`src/rtl/core/dtpc_pkg.sv`:
```
`timescale 1ns / 1ps

package dtpc_pkg;

  // Depth in Q20.12 millimetres, offset span and reciprocal
  localparam int unsigned DEPTH_W = 32;
  localparam int unsigned OFFS_W  = 25;
  localparam int unsigned RECIP_W = 23;
  localparam int unsigned FRAC_W  = 16;
  localparam int unsigned PROD_W  = OFFS_W + RECIP_W;

  localparam logic [15:0]        SCALE_ONE = 16'd4096;
  localparam logic [DEPTH_W-1:0] NEAR_Q12  = 32'd1024000;
  localparam logic [DEPTH_W-1:0] FAR_Q12   = 32'd20480000;
  localparam logic [RECIP_W-1:0] RECIP_Q32 = 23'd7233629;
  localparam logic [FRAC_W-1:0]  N_ONE     = 16'd32768;
  localparam logic [FRAC_W-1:0]  N_HALF    = 16'd16384;

  typedef struct packed {
    logic               zero;
    logic [DEPTH_W-1:0] depth;
  } depth_t;

  typedef struct packed {
    logic              zero;
    logic              near;
    logic              far;
    logic [OFFS_W-1:0] offs;
  } range_t;

  typedef struct packed {
    logic              zero;
    logic              near;
    logic              far;
    logic [FRAC_W-1:0] quot;
  } frac_t;

  typedef struct packed {
    logic [7:0] blue;
    logic [7:0] green;
    logic [7:0] red;
  } pixel_t;

endpackage

```
`src/rtl/core/depth_to_pseudo_color.sv`:
```
`timescale 1ns / 1ps

// Depth to pseudo-color preview.
// Input stream: one raw 16-bit depth sample per item on in_tdata; zero
// means no measurement and comes out black.
// Output stream: one RGB pixel per item on out_tdata, red in the low byte,
// then green, then blue. Near depths are red, far depths blue, green is
// bright at both ends of the 250 mm to 5000 mm ramp.
// Config: cfg_data sets the scale (mm per raw unit, unsigned Q4.12, zero
// reads as 1.0). cfg_ready is always high; write only while the stream is
// drained.
// Pipeline: one register per stage, in order: scale multiply, range compare,
// reciprocal multiply, color map.
// Throughput: one item per cycle; every stage holds its item and its valid
// bit when the next one is full, so a receiver stall backs up through
// in_tready without losing or repeating items.
// Reset (rst_n low, synchronous): the pipeline empties and the scale
// returns to 1.0.
module depth_to_pseudo_color
  import dtpc_pkg::*;
(
  input  logic        clk,
  input  logic        rst_n,
  input  logic        in_tvalid,
  output logic        in_tready,
  input  logic [15:0] in_tdata,   // [15:0] depth_raw
  output logic        out_tvalid,
  input  logic        out_tready,
  output logic [23:0] out_tdata,  // [7:0] red, [15:8] green, [23:16] blue
  input  logic        cfg_valid,
  output logic        cfg_ready,
  input  logic [15:0] cfg_data
);

  logic [15:0] scale_r;
  logic        a_valid;
  logic        a_ready;
  depth_t      a_data;
  logic        b_valid;
  logic        b_ready;
  range_t      b_data;
  logic        c_valid;
  logic        c_ready;
  frac_t       c_data;
  pixel_t      pix;

  // Scale register
  assign cfg_ready = 1'b1;

  always_ff @(posedge clk) begin
    if (!rst_n) begin
      scale_r <= SCALE_ONE;
    end else if (cfg_valid) begin
      scale_r <= cfg_data;
    end
  end

  dtpc_depth u_depth (
    .clk       (clk),
    .rst_n     (rst_n),
    .scale     (scale_r),
    .in_valid  (in_tvalid),
    .in_ready  (in_tready),
    .raw       (in_tdata),
    .out_valid (a_valid),
    .out_ready (a_ready),
    .out_data  (a_data)
  );

  dtpc_range u_range (
    .clk       (clk),
    .rst_n     (rst_n),
    .in_valid  (a_valid),
    .in_ready  (a_ready),
    .in_data   (a_data),
    .out_valid (b_valid),
    .out_ready (b_ready),
    .out_data  (b_data)
  );

  dtpc_recip u_recip (
    .clk       (clk),
    .rst_n     (rst_n),
    .in_valid  (b_valid),
    .in_ready  (b_ready),
    .in_data   (b_data),
    .out_valid (c_valid),
    .out_ready (c_ready),
    .out_data  (c_data)
  );

  dtpc_color u_color (
    .clk       (clk),
    .rst_n     (rst_n),
    .in_valid  (c_valid),
    .in_ready  (c_ready),
    .in_data   (c_data),
    .out_valid (out_tvalid),
    .out_ready (out_tready),
    .out_data  (pix)
  );

  assign out_tdata = pix;

endmodule

```
`src/rtl/core/dtpc_depth.sv`:
```
`timescale 1ns / 1ps

module dtpc_depth
  import dtpc_pkg::*;
(
  input  logic        clk,
  input  logic        rst_n,
  input  logic [15:0] scale,
  input  logic        in_valid,
  output logic        in_ready,
  input  logic [15:0] raw,
  output logic        out_valid,
  input  logic        out_ready,
  output depth_t      out_data
);

  logic        valid_r;
  depth_t      data_r;
  depth_t      data_nxt;
  logic [15:0] scale_eff;
  logic        load;

  assign load     = !valid_r || out_ready;
  assign in_ready = load;

  // Treat a zero scale as 1.0, then scale the raw sample
  always_comb begin
    scale_eff      = (scale == 16'd0) ? SCALE_ONE : scale;
    data_nxt.zero  = (raw == 16'd0);
    data_nxt.depth = {16'd0, raw} * {16'd0, scale_eff};
  end

  // Advance valid
  always_ff @(posedge clk) begin
    if (!rst_n) begin
      valid_r <= 1'b0;
    end else if (load) begin
      valid_r <= in_valid;
    end
  end

  // Hold payload while stalled
  always_ff @(posedge clk) begin
    if (load && in_valid) begin
      data_r <= data_nxt;
    end
  end

  assign out_valid = valid_r;
  assign out_data  = data_r;

endmodule

```
`src/rtl/core/dtpc_range.sv`:
```
`timescale 1ns / 1ps

module dtpc_range
  import dtpc_pkg::*;
(
  input  logic   clk,
  input  logic   rst_n,
  input  logic   in_valid,
  output logic   in_ready,
  input  depth_t in_data,
  output logic   out_valid,
  input  logic   out_ready,
  output range_t out_data
);

  logic               valid_r;
  range_t             data_r;
  range_t             data_nxt;
  logic [DEPTH_W-1:0] diff;
  logic               load;

  assign load     = !valid_r || out_ready;
  assign in_ready = load;

  // Classify against the near and far limits, form the offset from near
  always_comb begin
    diff          = in_data.depth - NEAR_Q12;
    data_nxt.zero = in_data.zero;
    data_nxt.near = (in_data.depth <= NEAR_Q12);
    data_nxt.far  = (in_data.depth >= FAR_Q12);
    data_nxt.offs = diff[OFFS_W-1:0];
  end

  always_ff @(posedge clk) begin
    if (!rst_n) begin
      valid_r <= 1'b0;
    end else if (load) begin
      valid_r <= in_valid;
    end
  end

  always_ff @(posedge clk) begin
    if (load && in_valid) begin
      data_r <= data_nxt;
    end
  end

  assign out_valid = valid_r;
  assign out_data  = data_r;

endmodule

```
`src/rtl/core/dtpc_recip.sv`:
```
`timescale 1ns / 1ps

module dtpc_recip
  import dtpc_pkg::*;
(
  input  logic   clk,
  input  logic   rst_n,
  input  logic   in_valid,
  output logic   in_ready,
  input  range_t in_data,
  output logic   out_valid,
  input  logic   out_ready,
  output frac_t  out_data
);

  logic              valid_r;
  frac_t             data_r;
  frac_t             data_nxt;
  logic [PROD_W-1:0] prod;
  logic              load;

  assign load     = !valid_r || out_ready;
  assign in_ready = load;

  // Divide by the span through a scaled reciprocal, keep product bits 32 and up as a Q1.15 fraction
  always_comb begin
    prod          = {{RECIP_W{1'b0}}, in_data.offs} * {{OFFS_W{1'b0}}, RECIP_Q32};
    data_nxt.zero = in_data.zero;
    data_nxt.near = in_data.near;
    data_nxt.far  = in_data.far;
    data_nxt.quot = prod[PROD_W-1:32];
  end

  always_ff @(posedge clk) begin
    if (!rst_n) begin
      valid_r <= 1'b0;
    end else if (load) begin
      valid_r <= in_valid;
    end
  end

  always_ff @(posedge clk) begin
    if (load && in_valid) begin
      data_r <= data_nxt;
    end
  end

  assign out_valid = valid_r;
  assign out_data  = data_r;

endmodule

```
`src/rtl/core/dtpc_color.sv`:
```
`timescale 1ns / 1ps

module dtpc_color
  import dtpc_pkg::*;
(
  input  logic   clk,
  input  logic   rst_n,
  input  logic   in_valid,
  output logic   in_ready,
  input  frac_t  in_data,
  output logic   out_valid,
  input  logic   out_ready,
  output pixel_t out_data
);

  logic              valid_r;
  pixel_t            data_r;
  pixel_t            data_nxt;
  logic [FRAC_W-1:0] frac;
  logic [FRAC_W-1:0] mid_off;
  logic [FRAC_W-1:0] inv;
  logic [23:0]       red_p;
  logic [23:0]       green_p;
  logic [23:0]       blue_p;
  logic              load;

  assign load     = !valid_r || out_ready;
  assign in_ready = load;

  // Clamp the fraction, then map it onto the three ramps; zero samples map to black
  always_comb begin
    if (in_data.near) begin
      frac = '0;
    end else if (in_data.far || (in_data.quot > N_ONE)) begin
      frac = N_ONE;
    end else begin
      frac = in_data.quot;
    end
    mid_off = (frac > N_HALF) ? (frac - N_HALF) : (N_HALF - frac);
    inv     = N_ONE - frac;
    red_p   = ({8'd0, inv} << 8) - {8'd0, inv};
    green_p = ({8'd0, mid_off} << 9) - ({8'd0, mid_off} << 1);
    blue_p  = ({8'd0, frac} << 8) - {8'd0, frac};
    if (in_data.zero) begin
      data_nxt = '0;
    end else begin
      data_nxt.red   = red_p[22:15];
      data_nxt.green = green_p[22:15];
      data_nxt.blue  = blue_p[22:15];
    end
  end

  always_ff @(posedge clk) begin
    if (!rst_n) begin
      valid_r <= 1'b0;
    end else if (load) begin
      valid_r <= in_valid;
    end
  end

  always_ff @(posedge clk) begin
    if (load && in_valid) begin
      data_r <= data_nxt;
    end
  end

  assign out_valid = valid_r;
  assign out_data  = data_r;

endmodule
```
`config.mk`:
```
export PLATFORM = sky130hd
export DESIGN_NAME = depth_to_pseudo_color
export DESIGN_NICKNAME = d
export VERILOG_FILES = /design/src/rtl/core/dtpc_pkg.sv /design/src/rtl/core/depth_to_pseudo_color.sv /design/src/rtl/core/dtpc_depth.sv /design/src/rtl/core/dtpc_range.sv /design/src/rtl/core/dtpc_recip.sv /design/src/rtl/core/dtpc_color.sv
export SDC_FILE = /design/constraint.sdc
export NUM_CORES = 1
export LEC_CHECK = 0
export BUFFER_PORTS_ARGS = -buffer_cell sky130_fd_sc_hd__buf_4
export CAP_MARGIN = 20
export CORE_ASPECT_RATIO = 0.6
export CORE_MARGIN = 2
export CORE_UTILIZATION = 55
export DETAILED_ROUTE_END_ITERATION = 12
export PLACE_DENSITY_LB_ADDON = 0.15
export SLEW_MARGIN = 40
export SYNTH_ARGS = -nofsm -noshare
export SYNTH_HDL_FRONTEND = slang
export SYNTH_SLANG_ARGS = --single-unit
```
`constraint.sdc`:
```
create_clock -name clk -period 14.2 [get_ports clk]
set_clock_uncertainty 0.1 [all_clocks]
set_input_delay 2.84 -clock clk [delete_from_list [all_inputs] [get_ports clk]]
set_output_delay 2.84 -clock clk [all_outputs]
set_load 0.005 [all_outputs]
```
## After elaboration in Yosys (flattened, before gate mapping)

Cells that the tools add are included.

- RAM bits: 0
- Flip-flop bits (word level): 124
- Memories kept: 0
- Word-level logic and storage cells: 50
- Bits of input ports: 37
- ROM bits: 0
- Output and inout bits: 27
- Bits in latches: 0

- Bitwise operators: 0
- Div/mod/pow operators: 0
- Add/sub/neg operators: 7
- $lt $le $gt $ge: 4
- Eq/ne operators: 0
- Shift-type cells: 0
- Reductions and logical operators: 15
- $mul: 2
- Muxes and demuxes: 4

Operators by type and width:

| operator | count |
|---|---|
| 16-bit 2-to-1 mux | 4 |
| 25-bit by 23-bit multiplier with 48-bit output, second input constant | 1 |
| 23-bit by 16-bit subtractor with 23-bit output | 2 |
| 32-bit by 25-bit >= comparator with 1-bit output, second input constant | 1 |
| 32-bit by 20-bit <= comparator with 1-bit output, second input constant | 1 |
| 16-bit zero test | 2 |
| 16-bit by 16-bit multiplier with 32-bit output | 1 |
| 25-bit by 20-bit subtractor with 25-bit output, second input constant | 1 |
| 23-bit by 17-bit subtractor with 23-bit output | 1 |
| 16-bit by 15-bit greater-than comparator with 1-bit output, second input constant | 1 |
| 16-bit greater-than comparator, second input constant | 1 |
| 15-bit by 16-bit subtractor with 16-bit output, first input constant | 1 |
| 16-bit by 15-bit subtractor with 16-bit output, second input constant | 1 |
| 16-bit subtractor, first input constant | 1 |
| 1-bit logical OR | 5 |
| 1-bit logical AND | 4 |
| 1-bit zero test | 4 |

## Depth between registers and ports, before layout

Gate-level depths: netlist of run 1.

- Word-level depth: 7
- Depth in mapped cells: 26
- Mapped depth without buffers: 24

## By module

A second synthesis of run 1 with hierarchy kept.

- Cells, all modules: 2,623
- Area, all modules: 24,952.7 um2

Modules (own cells, without submodules):

| module | instances | cells an instance | seq. area each (um2) | area an instance (um2) |
|---|---|---|---|---|
| dtpc_depth | 1 | 1,074 | 1,011.0 | 9,770.6 |
| dtpc_recip | 1 | 940 | 590.6 | 9,719.3 |
| dtpc_color | 1 | 479 | 740.7 | 3,639.7 |
| dtpc_range | 1 | 77 | 860.8 | 1,198.6 |
| depth_to_pseudo_color | 1 | 53 | 320.3 | 624.3 |

## Least setup slack after synthesis of run 1

OpenSTA, ideal clock, no wires.

- Kind: input port to flip-flop
- From: input in_tdata[4]
- To: register u_depth.data_r (netlist bit u_depth.out_data[31]) (data pin)
- Buffers on the path: 1
- Data required time: 13.933 ns
- Setup time: 0.167 ns
- Data arrival time: 8.425 ns
- Slack: 5.508 ns
- Cell stages on the path: 21
- Cell sequence: clkbuf_1 -> nand2_1 -> fa_1 -> inv_1 -> fa_1 -> fa_1 -> fa_1 -> fa_1 -> inv_1 -> fa_1 -> inv_1 -> ha_1 -> a21o_1 -> a21o_1 -> a21oi_1 -> o21a_1 -> a21bo_2 -> a21oi_1 -> o41ai_1 -> nor4_1 -> a211oi_1

RTL lines:

| element | RTL line | RTL |
|---|---|---|
| from (decl) | depth_to_pseudo_color.sv:26 | `input logic [15:0] in_tdata,` |
| to (signal assigned) | dtpc_depth.sv:45 | `data_r <= data_nxt;` |
| to (decl) | dtpc_depth.sv:18 | `depth_t data_r;` |

==> results.yml, run 1 <==
timing:
  worst_pin_slew_ns: 0.936
  fin_crit_ns: 8.62
  timing_hold_violations_final: 0
  rsz0062_at_grt: "false"
  slew_violations: 0
  setup_violations: 0
  min_period_over_period: 0.607
  fin_ws_ns: 5.58
  fmax_mhz: 116
  setup_tns_ns: 0
  max_slew_margin: 0.375
layout:
  area_delta_synth_final_pct: 6.84
  n_antenna_cell: 0
  fin_nets: 3192
  layout_common_cells: "inv_1 (492), ha_1 (383), fa_1 (376)"
  drive_above_1_share: 0.0548
  fin_area_sq_um: 25100
  layout.cells.non_filler: 2979
  fill_cells: 3590
  final_common_cell: "inv_1"
clock_network:
  cts-resized-gates: 0
  clkLatencyLatePin_ns: 0.43
  cts-root-buf: "clkbuf_16"
  clk_pin_slew_worst_paths_ns: 0.06
  htree_levels: 4
  cts_buffer_depth: 2
  cts_buffers: 17
  numClockSinks: 124
  cts_tree: "done"
  post_cts_buffers: 0
  ctsHoldBuffers: 0
worst_setup_path:
  crit_fanout: 17
  end_kind: "flop"
  crit_arrival_ns: 8.68
  cp-startpoint: "in_tdata[7]"
  critPathKind: "input port to flop"
  startpoint_type: "input port"
  cp.required_ns: 14.26
  worstReg2RegStart: "scale_r[15]$_SDFFE_PN0P_"
synth:
  syn_area_sq_um: 23500
  synthArstFlopShare: 0
  yosys.area.top_type: "fa_1"
  ys.flop_type: "edfxtp_1"
  yosysTopAreaCellShare: 0.320
  yosysWarnings: 0
  synth_seq_cells: 124
  syn-mean-instance-area_sq_um: 9.93
  seq_area_frac_synth: 0.150
  yosysUniqueCellTypes: 71
  synth_area_leaders: "fa_1 (32%), ha_1 (20%), edfxtp_1 (13%)"
  syn-instance-count: 2366
  synth-edff-count: 104
  syn_nets: 3162
routing:
  via_per_inst: 5.59
  wl_um: 58500
  dr_total_vias: 16646
  dr.pass1.iters: 5
  drtAntennaViolNets: 0
  drc: 0
  dr.first_iter.drc_count: 1145
  routedWlPerCell_um: 19.6
grt:
  antenna_found_initial: 2
  grt_overflow: 0
  track_usage: 0.278
  grt_max_degree: 29
  grt_pass1_vias: 17464
  grt_pass1_wl_um: 95000
floorplanning:
  die_w_um: 271
  dieHeight_um: 164
  ios: 64
  initial_core_util: 0.559
  core_sq_um: 42000
  dieArea_sq_um: 44500
  rows: 58
worst_hold_path:
  hold_class: "flop to flop"
  min-delay-start: "u_depth.out_data[32]$_DFFE_PP_"
placed_design:
  io_buffers: 62
  placedCellCount: 2947
  dpl-instance-area_sq_um: 24500
  hpwlAfterDp_um: 49200
  dp_slack_ns: 5.18
  place.gp.congestion: 0.966
outcome:
  status: "complete, no violations"
run:
  cap_viol_max_count: 0
[cells by family (layout without fill, tap and decap cells)]
family	Yosys count	count (layout)	share of synthesized area
adders and majority gates	759	759	0.524
muxes	20	20	0.00873
AOI/OAI and AO/OA	270	270	0.0772
and+or+nand+nor	560	560	0.120
DFF	124	124	0.150
xor gates and xnor gates	82	82	0.0309
other	1	1	0.000160
buffers and inverters	550	593	0.0890
[worst max-delay path, cell delays in order]
cell     delay [ns]
buf_4          0.21
nand2_1        0.12
fa_1           0.58
inv_1          0.05
fa_1           0.53
fa_1           0.54
fa_1           0.52
fa_1           0.55
inv_1          0.06
fa_1           0.53
inv_1          0.04
ha_1           0.37
a21o_1         0.18
a21o_1         0.19
a21o_1         0.18
a21o_1         0.18
a21o_1         0.19
o21ai_0        0.23
a21oi_1        0.20
a311o_1        0.37
[layout make-up]
type                            instances  area, sq um  area share
Multi-Input combinational cell       1692        17900       0.714
Sequential cell                       124         3530       0.140
Inverter                              492         1850      0.0736
Tap cell                              570          713      0.0284
Timing Repair Buffer                   69          526      0.0209
Clock buffer                           21          483      0.0192
Clock inverter                         11         80.1     0.00319
[per-layer routing]
layer / wire length, um / GRT usage
met5: 89 / 0.0143
met4: 695 / 0.0409
met3: 5860 / 0.0825
met2: 23800 / 0.403
met1: 28000 / 0.418
[Yosys cell counts, types with 11 or more instances]
master,instances
mux2i_1,16
nand2_1,196
edfxtp_1,104
ha_1,383
and3_1,11
fa_1,376
nor2b_1,27
clkbuf_1,53
xnor2_1,57
inv_1,492
and2_1,128
nor3_1,24
o21ai_0,52
nor4_1,22
nand3_1,24
a21o_1,47
nor2_1,76
o21a_1,18
a21oi_1,69
xor2_1,24
dfxtp_1,20
[registers in the layout, summed over array words and instances, names as in the netlist]
register           count
u_range.out_data      28
u_color.out_data      24
u_recip.out_data      19
u_depth.out_data      33
scale_r               16
u_range.out_valid      1
u_color.out_valid      1
u_recip.out_valid      1
u_depth.out_valid      1
[path summary, 6_finish.rpt]
check | end | slack (ns) | depth (start not counted)
max reg2reg | u_depth.out_data[28]$_DFFE_PP_ | 6.36 | 21
max | u_depth.out_data[28]$_DFFE_PP_ | 5.58 | 20
min reg2reg | u_range.out_data[27]$_DFFE_PP_ | 0.32 | 0
min | u_range.out_data[27]$_DFFE_PP_ | 0.32 | 0
[stage by stage]
step | utilization | hold slack, ns
detailed placement | 0.584 | 0.307
finish | 0.598 | 0.320
CTS | 0.597 | 0.321
floorplan | - | 0.300
global route | 0.598 | 0.329
global placement | 0.583 | 0.302
Power of run 1 is left out: the tool's default activity adds up to more than one toggle a clock period on the data nets, which glitch-free logic cannot reach.
==> run 2: changes to the inputs <==
ABC_AREA = 1   (was unset)
clock period = 8.94 ns   (was 14.2 ns; I/O delays follow)
==> run 2 against run 1 <==
Count of clock-buffer cells in the layout fell by 4. Sequential share of layout area is 0.63 points lower. Wire length up 18%. Synthesized cell count up 24%. Worst setup slack lost 4.1 ns. Register-to-register slack worse by 4.8 ns. Critical endpoint is now u_depth.out_data[23]$_DFFE_PP_. Highest routed layer is now met4.
==> results.yml, run 2 <==
worst_setup_path:
  path_delay_family: "adder cells"
  cp-startpoint: "in_tdata[4]"
  worstReg2RegStart: "scale_r[8]$_SDFFE_PN0P_"
  path_cells: "buf_4 -> nand2_1 -> inv_1 -> fa_1 -> inv_1 -> fa_1 -> fa_1 -> inv_1 -> ha_1 -> fa_1 -> inv_1 -> fa_1 -> inv_1 -> ha_1 -> nand2_1 -> o21ai_0 -> a21oi_1 -> o21ai_0 -> a21boi_0 -> o21ai_0 -> a21oi_1 -> xnor2_1"
  startpoint_type: "input port"
  end_kind: "flop"
  critPathKind: "input port to flop"
  path_buf_inv: 6
  max_stage_delay_ns: 0.55
  cp.required_ns: 9.03
  crit_arrival_ns: 7.55
  critical_path.slowest_cell: "o21ai_0"
  crit_fanout: 17
synth:
  yosys.area.top_type: "fa_1"
  synth_area_leaders: "fa_1 (30%), ha_1 (19%), edfxtp_1 (13%)"
  synth_seq_cells: 124
  syn_area_sq_um: 24700
  syn_nets: 3730
  yosysWarnings: 0
  seq_area_frac_synth: 0.142
  ys.flop_type: "edfxtp_1"
  synth-edff-count: 104
  netlist_top_cells_count: "inv_1 (734), nand2_1 (510), ha_1 (383)"
  syn-instance-count: 2934
  synth_most_common_cell: "inv_1"
  syn-mean-instance-area_sq_um: 8.43
  yosysUniqueCellTypes: 51
  synthArstFlopShare: 0
  yosysTopAreaCellShare: 0.304
placed_design:
  hpwlAfterDp_um: 58600
  dp_slack_ns: 1.10
  io_buffers: 62
  dpl-instance-area_sq_um: 25700
  place.gp.congestion: 1.08
layout:
  area_delta_synth_final_pct: 6.26
  fin_area_sq_um: 26300
  drive_above_1_share: 0.0466
  fin_nets: 3744
  multi_input_area_sq_um: 18100
  layout_common_cells: "inv_1 (733), nand2_1 (510), ha_1 (383)"
  n_antenna_cell: 0
  seqCellArea_sq_um: 3530
  largest_reg_flops: 33
  fill_cells: 4019
  final_common_cell: "inv_1"
clock_network:
  post_cts_buffers: 0
  clkLatencyLatePin_ns: 0.45
  numClockSinks: 124
  cts-root-buf: "clkbuf_16"
  clk_pin_slew_worst_paths_ns: 0.07
  cts_buffer_depth: 2
  ctsHoldBuffers: 0
  cts_buffers: 17
  htree_levels: 4
  cts-resized-gates: 0
  cts_tree: "done"
floorplanning:
  ios: 64
  dieHeight_um: 168
  rows: 60
  dieArea_sq_um: 46700
  die_w_um: 278
  initial_core_util: 0.555
  core_sq_um: 44600
timing:
  timing_hold_violations_final: 0
  rsz0062_at_grt: "false"
  fin_ws_ns: 1.48
  max_slew_margin: 0.428
  holdWs_ns: 0.328
  min_period_over_period: 0.834
  worst_pin_slew_ns: 0.850
  fin_crit_ns: 7.46
  fmax_mhz: 134
  setup_violations: 0
  setup_tns_ns: 0
  slew_violations: 0
outcome:
  status: "complete, no violations"
routing:
  dr.first_iter.drc_count: 1852
  drc: 0
  dr.pass1.iters: 6
  via_per_inst: 5.46
  routedWlPerCell_um: 19.4
  drtAntennaViolNets: 0
  wl_um: 68900
  dr_total_vias: 19382
grt:
  grt_pass1_wl_um: 108000
  track_usage: 0.302
  grt_max_degree: 34
  grt_overflow: 0
  grt_pass1_vias: 19280
  antenna_found_initial: 0
worst_hold_path:
  min-delay-start: "u_range.out_data[26]$_DFFE_PP_"
  hold_class: "flop to flop"
run:
  cap_viol_max_count: 0
[run 2: cell count changes after synthesis, moves of 35 or more]
cell and change:
a21o_1 -40, a21oi_1 +75, nor2_1 +124, xnor2_1 -35, nand2_1 +314, o21ai_0 +43, nand3_1 +56, and2_1 -127
inv_1 +242
[run 2: cell type report]
class	instances	area share
clock inverters	15	0.00662
well taps	589	0.0280
multi-input cells	1994	0.689
clock buffers	17	0.0162
repair buffers	68	0.0194
inverters	743	0.106
flip-flops and latches	124	0.134
[run 2: path summary, 6_finish.rpt]
| path | end | slack (ns) | cells after the start |
|---|---|---|---|
| setup reg to reg | u_depth.out_data[24]$_DFFE_PP_ | 1.52 | 24 |
| hold reg to reg | u_recip.out_data[17]$_DFFE_PP_ | 0.33 | 0 |
| setup / recovery | u_depth.out_data[23]$_DFFE_PP_ | 1.48 | 22 |
| hold / removal | u_recip.out_data[17]$_DFFE_PP_ | 0.33 | 0 |
[run 2: stage by stage]
step	instances	util
CTS	3550	0.589
detailed placement	3518	0.576
global placement	3518	0.576
floorplan	2934	-
global route	3550	0.589
finish	3550	0.589
[run 2: cells by family after synthesis]
| kind of cell | count (synthesis) | share of synthesized area |
|---|---|---|
| AO/OA/AOI/OAI | 299 | 0.0663 |
| XOR/XNOR | 63 | 0.0223 |
| adder cells (fa/ha/maj) | 759 | 0.498 |
| buffers and inverters | 816 | 0.125 |
| flip-flops | 124 | 0.142 |
| other | 1 | 0.000152 |
| AND/OR/NAND/NOR | 872 | 0.145 |
[run 2: layer usage]
metal  routed length, um  global-route usage  part of all wire
met1               34500               0.486              0.50
met2               25600               0.394              0.37
met3                8370               0.101              0.12
met4                 416              0.0341            0.0060
met5                   0                   0                 0
[run 2: worst register-to-register path: cells and delay by family, from the launching register on]
family / cells / cell delay [ns]
flip-flops: 1 / 0.88
adder cells (fa/ha/maj): 7 / 3.54
AND/OR/NAND/NOR: 6 / 1.01
buffers and inverters: 6 / 0.74
XOR/XNOR: 1 / 0.14
AO/OA/AOI/OAI: 4 / 0.77
Power of run 2 is left out for the same reason.
